**src/rtl/itx_ram.sv**
```systemverilog
// itx_ram: generic single-write, single-read synchronous ram with registered read
// no dependencies
module itx_ram #(
	parameter int WIDTH = 32,
	parameter int DEPTH = 32
) (
	input  logic                     clk,
	input  logic                     we,
	input  logic [$clog2(DEPTH)-1:0] waddr,
	input  logic [WIDTH-1:0]         wdata,
	input  logic                     re,
	input  logic [$clog2(DEPTH)-1:0] raddr,
	output logic [WIDTH-1:0]         rdata
);

	logic [WIDTH-1:0] mem_q [DEPTH];

	always_ff @(posedge clk) begin
		if (we) begin
			mem_q[waddr] <= wdata;
		end
		if (re) begin
			rdata <= mem_q[raddr];
		end
	end

endmodule

```
**config.mk**
```make
export PLATFORM = sky130hd
export DESIGN_NAME = itx_ram
export DESIGN_NICKNAME = d
export VERILOG_FILES = /design/src/rtl/itx_ram.sv
export SDC_FILE = /design/constraint.sdc
export NUM_CORES = 1
export LEC_CHECK = 0
export ABC_AREA = 1
export BUFFER_PORTS_ARGS = -buffer_cell sky130_fd_sc_hd__buf_4
export CAP_MARGIN = 15
export CORE_ASPECT_RATIO = 1.1
export CORE_UTILIZATION = 46
export CTS_CLUSTER_DIAMETER = 60
export DETAILED_ROUTE_END_ITERATION = 10
export MAX_ROUTING_LAYER = met4
export PLACE_DENSITY = 0.74
export SLEW_MARGIN = 20
export SYNTH_ARGS = -nofsm -noshare
export SYNTH_HDL_FRONTEND = slang
export SYNTH_SLANG_ARGS = --single-unit
```
**constraint.sdc**
```tcl
create_clock -name clk -period 2.7 [get_ports clk]
set_input_delay 0.54 -clock clk [delete_from_list [all_inputs] [get_ports clk]]
set_output_delay 0.54 -clock clk [all_outputs]
set_load 0.02 [all_outputs]
```
==> results.json <==
{
  "outcome": "complete, no violations",
  "routed_via_density": 5.706,
  "whs_ns": 0.2805,
  "clk_latency_ns": 0.66,
  "wl_um": 111200,
  "cp_slowest_cell": "edfxtp_1",
  "dr_total_vias": 27730,
  "rsz0062_at_grt": "false",
  "synth_area_leaders": "edfxtp_1 74%, nand2_1 13%, nand3_1 9.1%, buf_6 1.7%, buf_2 0.97%",
  "grt_max_degree": 121,
  "criticalPathCategory": "flop to output pin",
  "die_h_um": 321.6,
  "start_kind": "flop",
  "worst_pin_slew_ns": 0.7596,
  "cts_resized": 0,
  "ys.flop_type": "edfxtp_1",
  "cp_top_family": "flip-flops",
  "slew_headroom_pct": 49.36,
  "cp.buffers_inverters": 1,
  "power.total_mw": 33.66,
  "hold_end": "mem_q[28][17]",
  "fin_crit_ns": 1.907,
  "drt-initial-drc-count": 3203,
  "synth_seq_area_share_pct": 74.22,
  "clk_pin_slew_ns": 0.06,
  "period_share_pct": 70.63,
  "gp_congestion": 0.8146,
  "num_io_pins": 77,
  "die-area_um2": 94110,
  "synth_edf_count": 1056,
  "postCtsSetupBuffers": 0,
  "first_global_vias": 27190,
  "cts_tree": "yes",
  "fin_util_pct": 52.49,
  "min_delay_path_depth": 1,
  "hold_violations": 0,
  "cp-end-kind": "output pin",
  "power_leakage_nw": 17.49,
  "finClkSkew_ns": 0.01868,
  "synth_top_area_share_pct": 74.22,
  "track_usage_pct": 24.32,
  "r2r_cells": 8,
  "yosysWarnings": 0,
  "synthTopCellsByCount": "1440 x nand2_1, 1056 x edfxtp_1, 780 x nand3_1",
  "remaining_drc_errors": 0,
  "fin_setup_tns_ns": 0,
  "slew_viol_final": 0,
  "timing.fmax_ghz": 0.5243,
  "fp.dieW_um": 292.6,
  "avgSynthCellArea_um2": 12.08,
  "reg2reg_from": "mem_q[9][11]",
  "vdd_drop_max_mv": 0.4876,
  "grt-ovfl-total": 0,
  "cts_root_buf": "clkbuf_16",
  "drt_pass1_iterations": 6,
  "crit_required_ns": 2.16,
  "syn_to_final_growth_pct": 12.34,
  "async_flop_share_pct": 0,
  "worst-path-max-fanout": 1,
  "cts.sink_count": 1056,
  "core_um2": 91440,
  "synth_cell_type_count": 13,
  "synth_fp_nets": 3581,
  "p_per_area_nw_per_um2": 701.3,
  "post_drt_wl_per_cell_um": 22.88,
  "crit_chain": "buf_4",
  "hold_buffers": 0,
  "cts-buffers-inserted": 95,
  "r2r_slack_ns": 1.35,
  "hp-class": "primary input to flop",
  "port_buffers": 76,
  "hp-start": "wdata[17]",
  "ys_seq_elements": 1056,
  "cp.arrival_ns": 1.37,
  "nets": 3653,
  "rows": 116,
  "drtAntennaViolNets": 0,
  "setup_viol": 0,
  "grt_pass1_wl_um": 165600,
  "htree_levels": 3,
  "synth.most_common_cell": "nand2_1",
  "drive_gt1_share_pct": 9.899,
  "start_util_pct": 46.73,
  "netlist_area_um2": 42730,
  "antenna_found_initial": 3,
  "r2r-end": "rdata[11]",
  "hpwl_um": 58820,
  "yosys.area.top_type": "edfxtp_1",
  "clockBufferDepth": 3,
  "critPathMaxStageDelay_ns": 0.50,
  "syn_inst": 3536,
  "drv_cap": 0
}
==> cell type report <==
| cell class | instances | area, um2 |
|---|---|---|
| Clock inverter | 53 | 479.2 |
| Fill cell | 7442 | 43440 |
| Antenna cell | 3 | 7.507 |
| Sequential cell | 1056 | 31710 |
| Multi-Input combinational cell | 2252 | 9669 |
| Tap cell | 1180 | 1476 |
| Timing Repair Buffer | 193 | 2081 |
| Inverter | 10 | 67.56 |
| Clock buffer | 113 | 2509 |
==> routing by layer <==
metal  share of wire, %  global-route usage [%]
met5                  0                       -
met2                 49                   40.20
met3                9.0                   3.354
met4                4.4                   11.36
met1                 37                   29.73
==> per-stage QoR <==
step                      area [um2]  worst slack [ns]  std cells
final                          48000            0.7929       4860
after floorplan                42730           0.08354       3536
after global placement         45000            0.4485       4691
after CTS                      47990            0.7615       4857
after global routing           48000            0.7741       4860
after detailed placement       45000            0.4251       4691
==> kinds of logic (layout without fill, tap and decap cells) <==
logic type	Yosys count	after routing	synth area share (%)
flip-flops	1056	1056	74.22
buffers and inverters	228	369	3.713
AND/OR/NAND/NOR	2252	2252	22.07
other	0	3	0
==> registers in the layout (all words and copies together) (netlist names) <==
signal / count
mem_q: 1024
rdata: 32
==> report_power, final <==
part	total, mW	internal (mW)	switching (mW)
sequential	18.4	18.3	0.0740
combinational	2.18	0.625	1.56
clock	13.1	7.38	5.75
total	33.7	26.3	7.38
==> how the worst max path moves through the flow <==
stage                              to  startpoint  slack, ns  depth (start not counted)
after CTS                   rdata[31]   rdata[31]       0.76                          1
after detailed placement    rdata[30]    raddr[1]       0.43                         10
final                       rdata[15]   rdata[15]       0.79                          1
after global routing        rdata[31]   rdata[31]       0.77                          1
after floorplan           mem_q[8][0]    waddr[0]       0.08                          3
after global placement      rdata[21]    raddr[0]       0.45                         11
==> cells in the final DEF, fill, tap and decap left out, drive strengths merged <==
cell / instances
edfxtp: 1056
buf: 193
bufinv: 8
clkinvlp: 2
nor2: 32
clkbuf: 113
inv: 13
diode: 3
clkinv: 40
nand2: 1440
nand3: 780
Power figures use the tool's default switching activity.
