File: src/rtl/itx_pkg.sv
// itx_pkg: shared types, opcodes, fault codes and sizes for the i-type execute block
// used by itx_exec and i_type_instruction_execute_top; depends on nothing
package itx_pkg;

	localparam int DEF_MEM_WORDS = 4096;
	localparam int REG_COUNT     = 32;
	localparam int REG_AW        = 5;
	localparam int CFG_AW        = 5;

	localparam logic [5:0] OP_REGIMM = 6'h01;
	localparam logic [5:0] OP_BEQ    = 6'h04;
	localparam logic [5:0] OP_BNE    = 6'h05;
	localparam logic [5:0] OP_BLEZ   = 6'h06;
	localparam logic [5:0] OP_BGTZ   = 6'h07;
	localparam logic [5:0] OP_ADDI   = 6'h08;
	localparam logic [5:0] OP_ADDIU  = 6'h09;
	localparam logic [5:0] OP_SLTI   = 6'h0A;
	localparam logic [5:0] OP_SLTIU  = 6'h0B;
	localparam logic [5:0] OP_ANDI   = 6'h0C;
	localparam logic [5:0] OP_ORI    = 6'h0D;
	localparam logic [5:0] OP_XORI   = 6'h0E;
	localparam logic [5:0] OP_LUI    = 6'h0F;
	localparam logic [5:0] OP_LB     = 6'h20;
	localparam logic [5:0] OP_LH     = 6'h21;
	localparam logic [5:0] OP_LWL    = 6'h22;
	localparam logic [5:0] OP_LW     = 6'h23;
	localparam logic [5:0] OP_LBU    = 6'h24;
	localparam logic [5:0] OP_LHU    = 6'h25;
	localparam logic [5:0] OP_LWR    = 6'h26;
	localparam logic [5:0] OP_SB     = 6'h28;
	localparam logic [5:0] OP_SH     = 6'h29;
	localparam logic [5:0] OP_SW     = 6'h2B;

	localparam logic [4:0] RT_BLTZ   = 5'd0;
	localparam logic [4:0] RT_BGEZ   = 5'd1;
	localparam logic [4:0] RT_BLTZAL = 5'd16;
	localparam logic [4:0] RT_BGEZAL = 5'd17;
	localparam logic [4:0] REG_LINK  = 5'd31;

	localparam logic [2:0] FLT_NONE = 3'd0;
	localparam logic [2:0] FLT_OVF  = 3'd1;
	localparam logic [2:0] FLT_MEM  = 3'd2;
	localparam logic [2:0] FLT_BAD  = 3'd3;
	localparam logic [2:0] FLT_NOTI = 3'd4;

	localparam logic [2:0] CFG_GETC   = 3'd0;
	localparam logic [2:0] CFG_PUTC   = 3'd1;
	localparam logic [2:0] CFG_RLOW   = 3'd2;
	localparam logic [2:0] CFG_RHIGH  = 3'd3;
	localparam logic [2:0] CFG_WLOW   = 3'd4;
	localparam logic [2:0] CFG_WHIGH  = 3'd5;

	typedef struct packed {
		logic [29:0] getc;
		logic [29:0] putc;
		logic [29:0] rlow;
		logic [29:0] rhigh;
		logic [29:0] wlow;
		logic [29:0] whigh;
	} cfg_t;

	typedef struct packed {
		logic [31:0] ins;
		logic [29:0] pc;
		logic [29:0] npc;
		logic [7:0]  cin;
		logic        eof;
		logic [31:0] a;
		logic [31:0] b;
		logic [31:0] addr;
	} op_t;

	typedef struct packed {
		logic        rf_we;
		logic [4:0]  rf_wa;
		logic [31:0] rf_wd;
		logic        mem_we;
		logic [31:0] mem_wd;
		logic [29:0] npc;
		logic [2:0]  fault;
		logic        taken;
		logic        cvalid;
		logic [7:0]  cout;
	} res_t;

endpackage

File: src/rtl/itx_exec.sv
// itx_exec: execute stage of the i-type block, decode, alu, branches, load align and store merge
// depends on itx_pkg
module itx_exec import itx_pkg::*; #(
	parameter int MEM_WORDS = DEF_MEM_WORDS
) (
	input  op_t         op_in,
	input  logic [31:0] mem_word,
	input  cfg_t        cfg,
	output res_t        res
);

	always_comb begin
		logic [5:0]  op;
		logic [4:0]  rs;
		logic [4:0]  rt;
		logic [15:0] uimm;
		logic [31:0] simm;
		logic [31:0] a;
		logic [31:0] b;
		logic [31:0] m;
		logic [31:0] s;
		logic [29:0] w;
		logic [1:0]  off;
		logic [1:0]  need;
		logic        br;
		logic        rd_ok;
		logic        wr_ok;
		logic        is_byte;
		logic        is_half;
		logic [4:0]  sh;
		logic [2:0]  fault;

		op    = op_in.ins[31:26];
		rs    = op_in.ins[25:21];
		rt    = op_in.ins[20:16];
		uimm  = op_in.ins[15:0];
		simm  = {{16{uimm[15]}}, uimm};
		a     = op_in.a;
		b     = op_in.b;
		m     = mem_word;
		s     = a + simm;
		w     = op_in.addr[31:2];
		off   = op_in.addr[1:0];
		br    = 1'b0;
		fault = FLT_NONE;
		sh    = 5'd0;
		rd_ok = (w >= cfg.rlow) && (w <= cfg.rhigh) && (w < 30'(MEM_WORDS));
		wr_ok = (w >= cfg.wlow) && (w <= cfg.whigh) && (w < 30'(MEM_WORDS));
		is_byte = (op == OP_LB) || (op == OP_LBU) || (op == OP_SB);
		is_half = (op == OP_LH) || (op == OP_LHU) || (op == OP_SH);
		need  = is_byte ? 2'd3 : (is_half ? 2'd2 : 2'd0);

		res        = '0;
		res.rf_wa  = rt;

		case (op)
			OP_ADDI: begin
				if ((~(a ^ simm) & (a ^ s)) >> 31 != 32'd0) begin
					fault = FLT_OVF;
				end else begin
					res.rf_we = 1'b1;
					res.rf_wd = s;
				end
			end
			OP_ADDIU: begin
				res.rf_we = 1'b1;
				res.rf_wd = s;
			end
			OP_ANDI: begin
				res.rf_we = 1'b1;
				res.rf_wd = a & {16'd0, uimm};
			end
			OP_ORI: begin
				res.rf_we = 1'b1;
				res.rf_wd = a | {16'd0, uimm};
			end
			OP_XORI: begin
				res.rf_we = 1'b1;
				res.rf_wd = a ^ {16'd0, uimm};
			end
			OP_SLTI: begin
				res.rf_we = 1'b1;
				res.rf_wd = {31'd0, $signed(a) < $signed(simm)};
			end
			OP_SLTIU: begin
				res.rf_we = 1'b1;
				res.rf_wd = {31'd0, a < simm};
			end
			OP_LUI: begin
				if (rs != 5'd0) begin
					fault = FLT_BAD;
				end else begin
					res.rf_we = 1'b1;
					res.rf_wd = {uimm, 16'd0};
				end
			end
			OP_BEQ: br = (a == b);
			OP_BNE: br = (a != b);
			OP_BLEZ: begin
				if (rt != 5'd0) fault = FLT_BAD;
				else br = (a == 32'd0) || a[31];
			end
			OP_BGTZ: begin
				if (rt != 5'd0) fault = FLT_BAD;
				else br = (a != 32'd0) && !a[31];
			end
			OP_REGIMM: begin
				if (rt == RT_BLTZ || rt == RT_BLTZAL) begin
					br = a[31];
				end else if (rt == RT_BGEZ || rt == RT_BGEZAL) begin
					br = !a[31];
				end else begin
					fault = FLT_BAD;
				end
				// link is written whether or not the branch is taken
				if (fault == FLT_NONE && rt[4]) begin
					res.rf_we = 1'b1;
					res.rf_wa = REG_LINK;
					res.rf_wd = {op_in.pc, 2'b00} + 32'd8;
				end
			end
			OP_LB, OP_LBU, OP_LH, OP_LHU, OP_LW: begin
				if (w == cfg.getc) begin
					if (off != need) begin
						fault = FLT_MEM;
					end else begin
						res.rf_we = 1'b1;
						res.rf_wd = op_in.eof ? 32'hFFFF_FFFF : {24'd0, op_in.cin};
						res.taken = 1'b1;
					end
				end else if (!rd_ok || (is_half && off[0]) || (op == OP_LW && off != 2'd0)) begin
					fault = FLT_MEM;
				end else begin
					res.rf_we = 1'b1;
					if (is_byte) begin
						sh = {~off, 3'b000};
						res.rf_wd = (m >> sh) & 32'h0000_00FF;
						if (op == OP_LB && res.rf_wd[7]) res.rf_wd[31:8] = '1;
					end else if (is_half) begin
						sh = {~off[1], 4'b0000};
						res.rf_wd = (m >> sh) & 32'h0000_FFFF;
						if (op == OP_LH && res.rf_wd[15]) res.rf_wd[31:16] = '1;
					end else begin
						res.rf_wd = m;
					end
				end
			end
			OP_LWL: begin
				if (!rd_ok) begin
					fault = FLT_MEM;
				end else begin
					res.rf_we = 1'b1;
					sh = {off, 3'b000};
					if (off == 2'd0) res.rf_wd = m;
					else res.rf_wd = (m << sh) | (b & ((32'd1 << sh) - 32'd1));
				end
			end
			OP_LWR: begin
				if (!rd_ok) begin
					fault = FLT_MEM;
				end else begin
					res.rf_we = 1'b1;
					sh = {~off, 3'b000};
					if (off == 2'd3) res.rf_wd = m;
					else res.rf_wd = (m >> sh) | (b & ~(32'hFFFF_FFFF >> sh));
				end
			end
			OP_SB, OP_SH, OP_SW: begin
				if (w == cfg.putc) begin
					if (off != need) begin
						fault = FLT_MEM;
					end else begin
						res.cvalid = 1'b1;
						res.cout   = b[7:0];
					end
				end else if (!wr_ok || (is_half && off[0]) || (op == OP_SW && off != 2'd0)) begin
					fault = FLT_MEM;
				end else begin
					res.mem_we = 1'b1;
					if (is_byte) begin
						sh = {~off, 3'b000};
						res.mem_wd = (m & ~(32'h0000_00FF << sh)) | ({24'd0, b[7:0]} << sh);
					end else if (is_half) begin
						sh = {~off[1], 4'b0000};
						res.mem_wd = (m & ~(32'h0000_FFFF << sh)) | ({16'd0, b[15:0]} << sh);
					end else begin
						res.mem_wd = b;
					end
				end
			end
			default: fault = FLT_NOTI;
		endcase

		if (res.rf_wa == 5'd0) res.rf_we = 1'b0;

		res.fault = fault;
		if (fault != FLT_NONE) begin
			res.rf_we  = 1'b0;
			res.mem_we = 1'b0;
			res.npc    = op_in.npc;
			res.taken  = 1'b0;
			res.cvalid = 1'b0;
			res.cout   = 8'd0;
		end else if (br) begin
			res.npc = op_in.npc + simm[29:0];
		end else begin
			res.npc = op_in.npc + 30'd1;
		end
	end

endmodule

File: config.mk
export PLATFORM = sky130hd
export DESIGN_NAME = itx_exec
export DESIGN_NICKNAME = d
export VERILOG_FILES = /design/src/rtl/itx_pkg.sv /design/src/rtl/itx_exec.sv
export SDC_FILE = /design/constraint.sdc
export NUM_CORES = 1
export LEC_CHECK = 0
export ABC_AREA = 1
export BUFFER_PORTS_ARGS = -buffer_cell sky130_fd_sc_hd__buf_2
export CAP_MARGIN = 40
export CORE_AREA = 2 2 201 203
export DETAILED_ROUTE_END_ITERATION = 8
export DIE_AREA = 0 0 203 205
export PLACE_DENSITY = 0.62
export SETUP_SLACK_MARGIN = 0.2
export SYNTH_ARGS = -nofsm -noshare
export SYNTH_HDL_FRONTEND = slang
export SYNTH_SLANG_ARGS = --single-unit
File: constraint.sdc
create_clock -name vclk -period 4.15
set_input_delay 0.2075 -clock vclk [all_inputs]
set_output_delay 0.2075 -clock vclk [all_outputs]
set_load 0.02 [all_outputs]
==> out/results.ini, run 1 <==
[place]
dp.cells = 3999
place_ws_ps = 3.09
gp_congestion = 1.11
dp_hpwl_um = 78100
io_buffer_count = 523

[sta]
setup_ws_ps = 276
grt_setup_unrepaired = no
hold_slack_ps = 733
finalCriticalPeriod_ps = 3870
post-route-period-util = 0.934
hold_violations = 0
max_clock_freq_mhz = 258
relSlewSlack = 0.443
fin_tns_setup_ps = 0
slew_viol_final = 0
tightest_slew_ps = 833
setup_viol = 0

[power]
peakVddDrop_v = 0.0000820
p_leak_nw = 11.3
p_per_area_nw_per_um2 = 105

[die]
io_pins = 523
dieArea_um2 = 41600
fp.coreArea_um2 = 39400
dieHeight_um = 205
die_x_um = 203
initial_core_util = 0.400
rows = 73

[layout]
num-clock-buffers = 0
register_area_um2 = 0
syn_to_final_growth_pct = 28.0
layout-drive-gt1-share = 0.242
layout.cells.non_filler = 4029
final_nets = 4134
n_sequential_cell = 0
nFillCells = 4296
final_core_util = 0.512

[synthesis]
yosys.area.top_type_share = 0.182
avgSynthCellArea_um2 = 5.36
yosysMostFrequentCell = nand2_1
yosys_warnings = 0
synthCells = 2939
synthTopCellsByCount = nand2_1 (755), inv_1 (467), nor2_1 (286)
synthAdderAreaFrac = 0.184
synth.area.top_cells = ha_1 (18%), nand2_1 (18%), inv_1 (11%)
synth_cell_types = 60
synth-compound-area-share = 0.263
syn_area_um2 = 15700
synth_xor_area_frac = 0.0567
yosysTopAreaCell = ha_1
synthesis.nets = 3579
synth_top_family_by_area = simple AND/OR/NAND/NOR gates
synth_simple_gate_area_share = 0.352
ys_seq_area_frac = 0
synthMuxAreaShare = 0

[status]
violations = design-rule violations
outcome = finished, violations left

[setup_path]
cp-startpoint = op_in[195]
arrival_ps = 3670
critical_path.max_fanout = 4
crit_path_end_kind = output pin
required_ps = 3940
start_kind = input port
crit_end = res[25]
critical_path_class = input port to output pin

[drt]
drt_iter0_markers = 2692
avgRoutedWirePerCell_um = 22.9
post-route-drc-count = 1
viasPerCell = 5.80
via_count = 23370
drt-total-wl_um = 92400
drtAntennaViolNets = 0
first_pass_iters = 9

[flow_run]
max_cap_violations = 0

[hold_path]
hold_class = input port to output pin

[grt]
track_usage = 0.423
grt_pass1_wl_um = 134000
grt_max_degree = 51
first_global_vias = 21742
antenna_found_initial = 18
gr-total-overflow = 0

[cts]
cts_hold_buf = 0

## timing repair
item,CTS,global route
pin swaps,0,46
setup endpoints to repair,16,26
setup buffers,1,16
resized for setup,11,152
cloned,0,1
## power breakdown
part	switching, mW	internal [mW]	leakage (nW)	total [mW]
sequential	0	0	0	0
combinational	1.38	0.731	11.3	2.12
clock	0	0.000000384	0.0000732	0.000000384
total	1.38	0.731	11.3	2.12
## layout by cell type, fill, tap and decap left out, types with 26 or more instances in the layout
cell / count
o211ai_1: 36
o21ai_2: 26
buf_4: 132
ha_1: 213
inv_1: 453
xor2_1: 53
buf_2: 507
nor3_1: 43
nand2_1: 742
o22ai_1: 40
nand3_1: 118
nand4_1: 47
o21ai_0: 218
xnor2_1: 47
a21oi_1: 218
nor2_1: 269
## critical path, cell delays in order
cell	delay, ps
buf_2	140
nor2_1	100
buf_4	160
inv_1	80
nor2_4	140
inv_1	70
nor2_2	160
nand3_1	100
nand4_1	250
buf_4	180
nand2_1	100
ha_2	240
fa_2	360
nand3_2	90
nand2_2	70
a21oi_4	180
nor2_2	50
o21ai_1	110
buf_4	160
buf_4	120
xor2_1	310
o21ai_2	100
buf_2	160
## metal layers
layer,wire (µm),up-vias,share of wire,global-route usage
li1,-,10837,-,-
met1,37300,10680,0.40,0.546
met2,39300,1555,0.43,0.673
met3,10100,284,0.11,0.0865
met4,5660,14,0.061,0.203
met5,90,-,0.00097,0
## kinds of logic (layout without fill, tap and decap cells)
kind of cell / Yosys count / in the layout
other: 0 / 12
adders and majority gates: 231 / 231
and+or+nand+nor: 1320 / 1320
buffers and inverters: 585 / 1138
AOI/OAI and AO/OA: 701 / 701
xor gates and xnor gates: 102 / 102
## stage by stage
step	instance area (µm²)	total power, mW
6_report	20200	2.12
5_1_grt	20100	2.28
4_1_cts	19500	1.99
3_5_place_dp	19400	1.98
3_3_place_gp	19400	1.96
2_1_floorplan	15700	1.13
## worst min-delay path by stage
| stage | slack [ps] | to | start | cells after the start |
|---|---|---|---|---|
| final | 730 | res[112] | op_in[185] | 2 |
| after global routing | 740 | res[112] | op_in[185] | 2 |
| after CTS | 720 | res[112] | op_in[185] | 2 |
| after detailed placement | 720 | res[112] | op_in[185] | 2 |
| after global placement | 720 | res[112] | op_in[185] | 2 |
| after floorplan | 560 | res[110] | op_in[183] | 1 |
## cell type report
type,count,area [µm²],share of cell area
diodes,12,30.0,0.00149
inverters,482,1820,0.0904
multi-input cells,2354,13900,0.692
well taps,525,657,0.0326
repair buffers,656,3710,0.184
Note: power is estimated with default switching activity, not from simulation.
==> run 2: changes to the inputs <==
==> config.mk (replaced) <==
export PLATFORM = sky130hd
export DESIGN_NAME = itx_exec
export DESIGN_NICKNAME = d
export VERILOG_FILES = /design/src/rtl/itx_pkg.sv /design/src/rtl/itx_exec.sv
export SDC_FILE = /design/constraint.sdc
export NUM_CORES = 1
export LEC_CHECK = 0
export ABC_AREA = 1
export CAP_MARGIN = 40
export CORE_AREA = 2 2 203 205
export DETAILED_ROUTE_END_ITERATION = 8
export DIE_AREA = 0 0 205 207
export DONT_BUFFER_PORTS = 1
export PLACE_DENSITY = 0.49
export SETUP_SLACK_MARGIN = 0.1
export SYNTH_ARGS = -nofsm -noshare
export SYNTH_HDL_FRONTEND = slang
export SYNTH_SLANG_ARGS = --single-unit
==> out/results.ini, run 2 (synthesis gave the netlist of run 1 again) <==
[grt]
gr-total-overflow = 0
antenna_found_initial = 4
track_usage = 0.401
grt_max_degree = 89
grt_pass1_wl_um = 129000
first_global_vias = 19957

[drt]
drt_iter0_markers = 2125
post-route-drc-count = 0
avgRoutedWirePerCell_um = 25.4
drtAntennaViolNets = 0
drt-total-wl_um = 88700
first_pass_iters = 6
via_count = 20623
viasPerCell = 5.91

[setup_path]
cp_top_family = simple AND/OR/NAND/NOR gates
critical_path.max_fanout = 5
critical_path_class = input port to output pin
crit_path_end_kind = output pin
critPathBufInv = 6
path_cells = inv_1, nand2_1, nor3_2, buf_4, nand2_1, nor2_2, nand2_1, nand2_1, nand2_1, nand3_1, nand4_1, buf_4, nand2_4, clkinvlp_4, buf_4, ha_1, nand2_1, nor2_4, buf_4, nand2_1, o211ai_1, xor2_1, nand2_1, nand2_2
crit_slowest_cell = ha_1
required_ps = 3940
cp-startpoint = op_in[87]
arrival_ps = 3710
start_kind = input port
cpPeakStageDelay_ps = 380
path_common_cell = nand2_1

[sta]
grt_setup_unrepaired = yes
hold_violations = 0
finalCriticalPeriod_ps = 3920
setup_ws_ps = 232
hold_slack_ps = 415
max_clock_freq_mhz = 255
setup_viol = 0
fin_tns_setup_ps = 0
relSlewSlack = 0.371
tightest_slew_ps = 934
slew_viol_final = 0
post-route-period-util = 0.944

[power]
pwr-share-comb = 1.000
power_switching_share = 0.666
p_total_mw = 1.56
p_clk_frac = 0
p_leak_nw = 9.02
p_sw_mw = 1.04
peakVddDrop_v = 0.0000775
p_per_area_nw_per_um2 = 91.0
p_int_uw = 520
seqPwrFrac = 0

[status]
outcome = complete, no violations

[hold_path]
hold_class = input port to output pin
min-delay-start = op_in[185]

[layout]
n_sequential_cell = 0
final_nets = 3596
syn_to_final_growth_pct = 8.76
final_common_cell = nand2_1
register_area_um2 = 0
final_cell_mix = nand2_1 (745), inv_1 (465), nor2_1 (280), a21oi_1 (231)
num-clock-buffers = 0
layout-drive-gt1-share = 0.0836

[place]
dp_hpwl_um = 75000
place_ws_ps = 70.1
gp_congestion = 1.00
io_buffer_count = 0

[die]
die_x_um = 205
initial_core_util = 0.390
rows = 74
dieHeight_um = 207
dieArea_um2 = 42400
io_pins = 523
fp.coreArea_um2 = 40400

[cts]
cts_hold_buf = 0

[flow_run]
max_cap_violations = 0

## run 2: worst paths after layout
kind / cells after the start / slack, ps / endpoint
worst max-delay path: 24 / 230 / res[39]
worst min-delay path: 0 / 420 / res[112]
## run 2: power by group through the flow
stage                  Clock, mW  Combinational [mW]  Sequential (mW)
detailed placement             0                1.50                0
floorplan                      0                1.13                0
finish               0.000000130                1.56                0
CTS                            0                1.51                0
global placement               0                1.50                0
global route        0.0000000972                1.73                0
## run 2: metal layers
| metal | vias up | track usage | share of wire |
|---|---|---|---|
| met2 | 1101 | 0.678 | 0.47 |
| met4 | 2 | 0.205 | 0.064 |
| li1 | 9745 | - | - |
| met5 | - | 0 | 0.00010 |
| met1 | 9534 | 0.470 | 0.37 |
| met3 | 241 | 0.0897 | 0.096 |
## run 2: cell type report
type | count | area, µm²
antenna | 4 | 10.0
fill | 4687 | 23200
inverter | 482 | 1820
multi-input combinational | 2354 | 13700
tap | 532 | 666
timing repair buffer | 117 | 920
timing repair inverter | 1 | 7.51
## run 2: timing repair
item	4_1_cts	5_1_grt
setup buffers	0	8
pin swaps	0	10
gates cloned	0	1
resized for setup	1	62
setup endpoints to repair	1	19
## run 2: through the flow
stage | instance area [µm²] | std cells | util
3_3_place_gp | 16800 | 3475 | 0.416
2_1_floorplan | 15700 | 2939 | -
3_5_place_dp | 16800 | 3477 | 0.417
4_1_cts | 16800 | 3477 | 0.417
6_report | 17100 | 3490 | 0.424
5_1_grt | 17100 | 3489 | 0.424
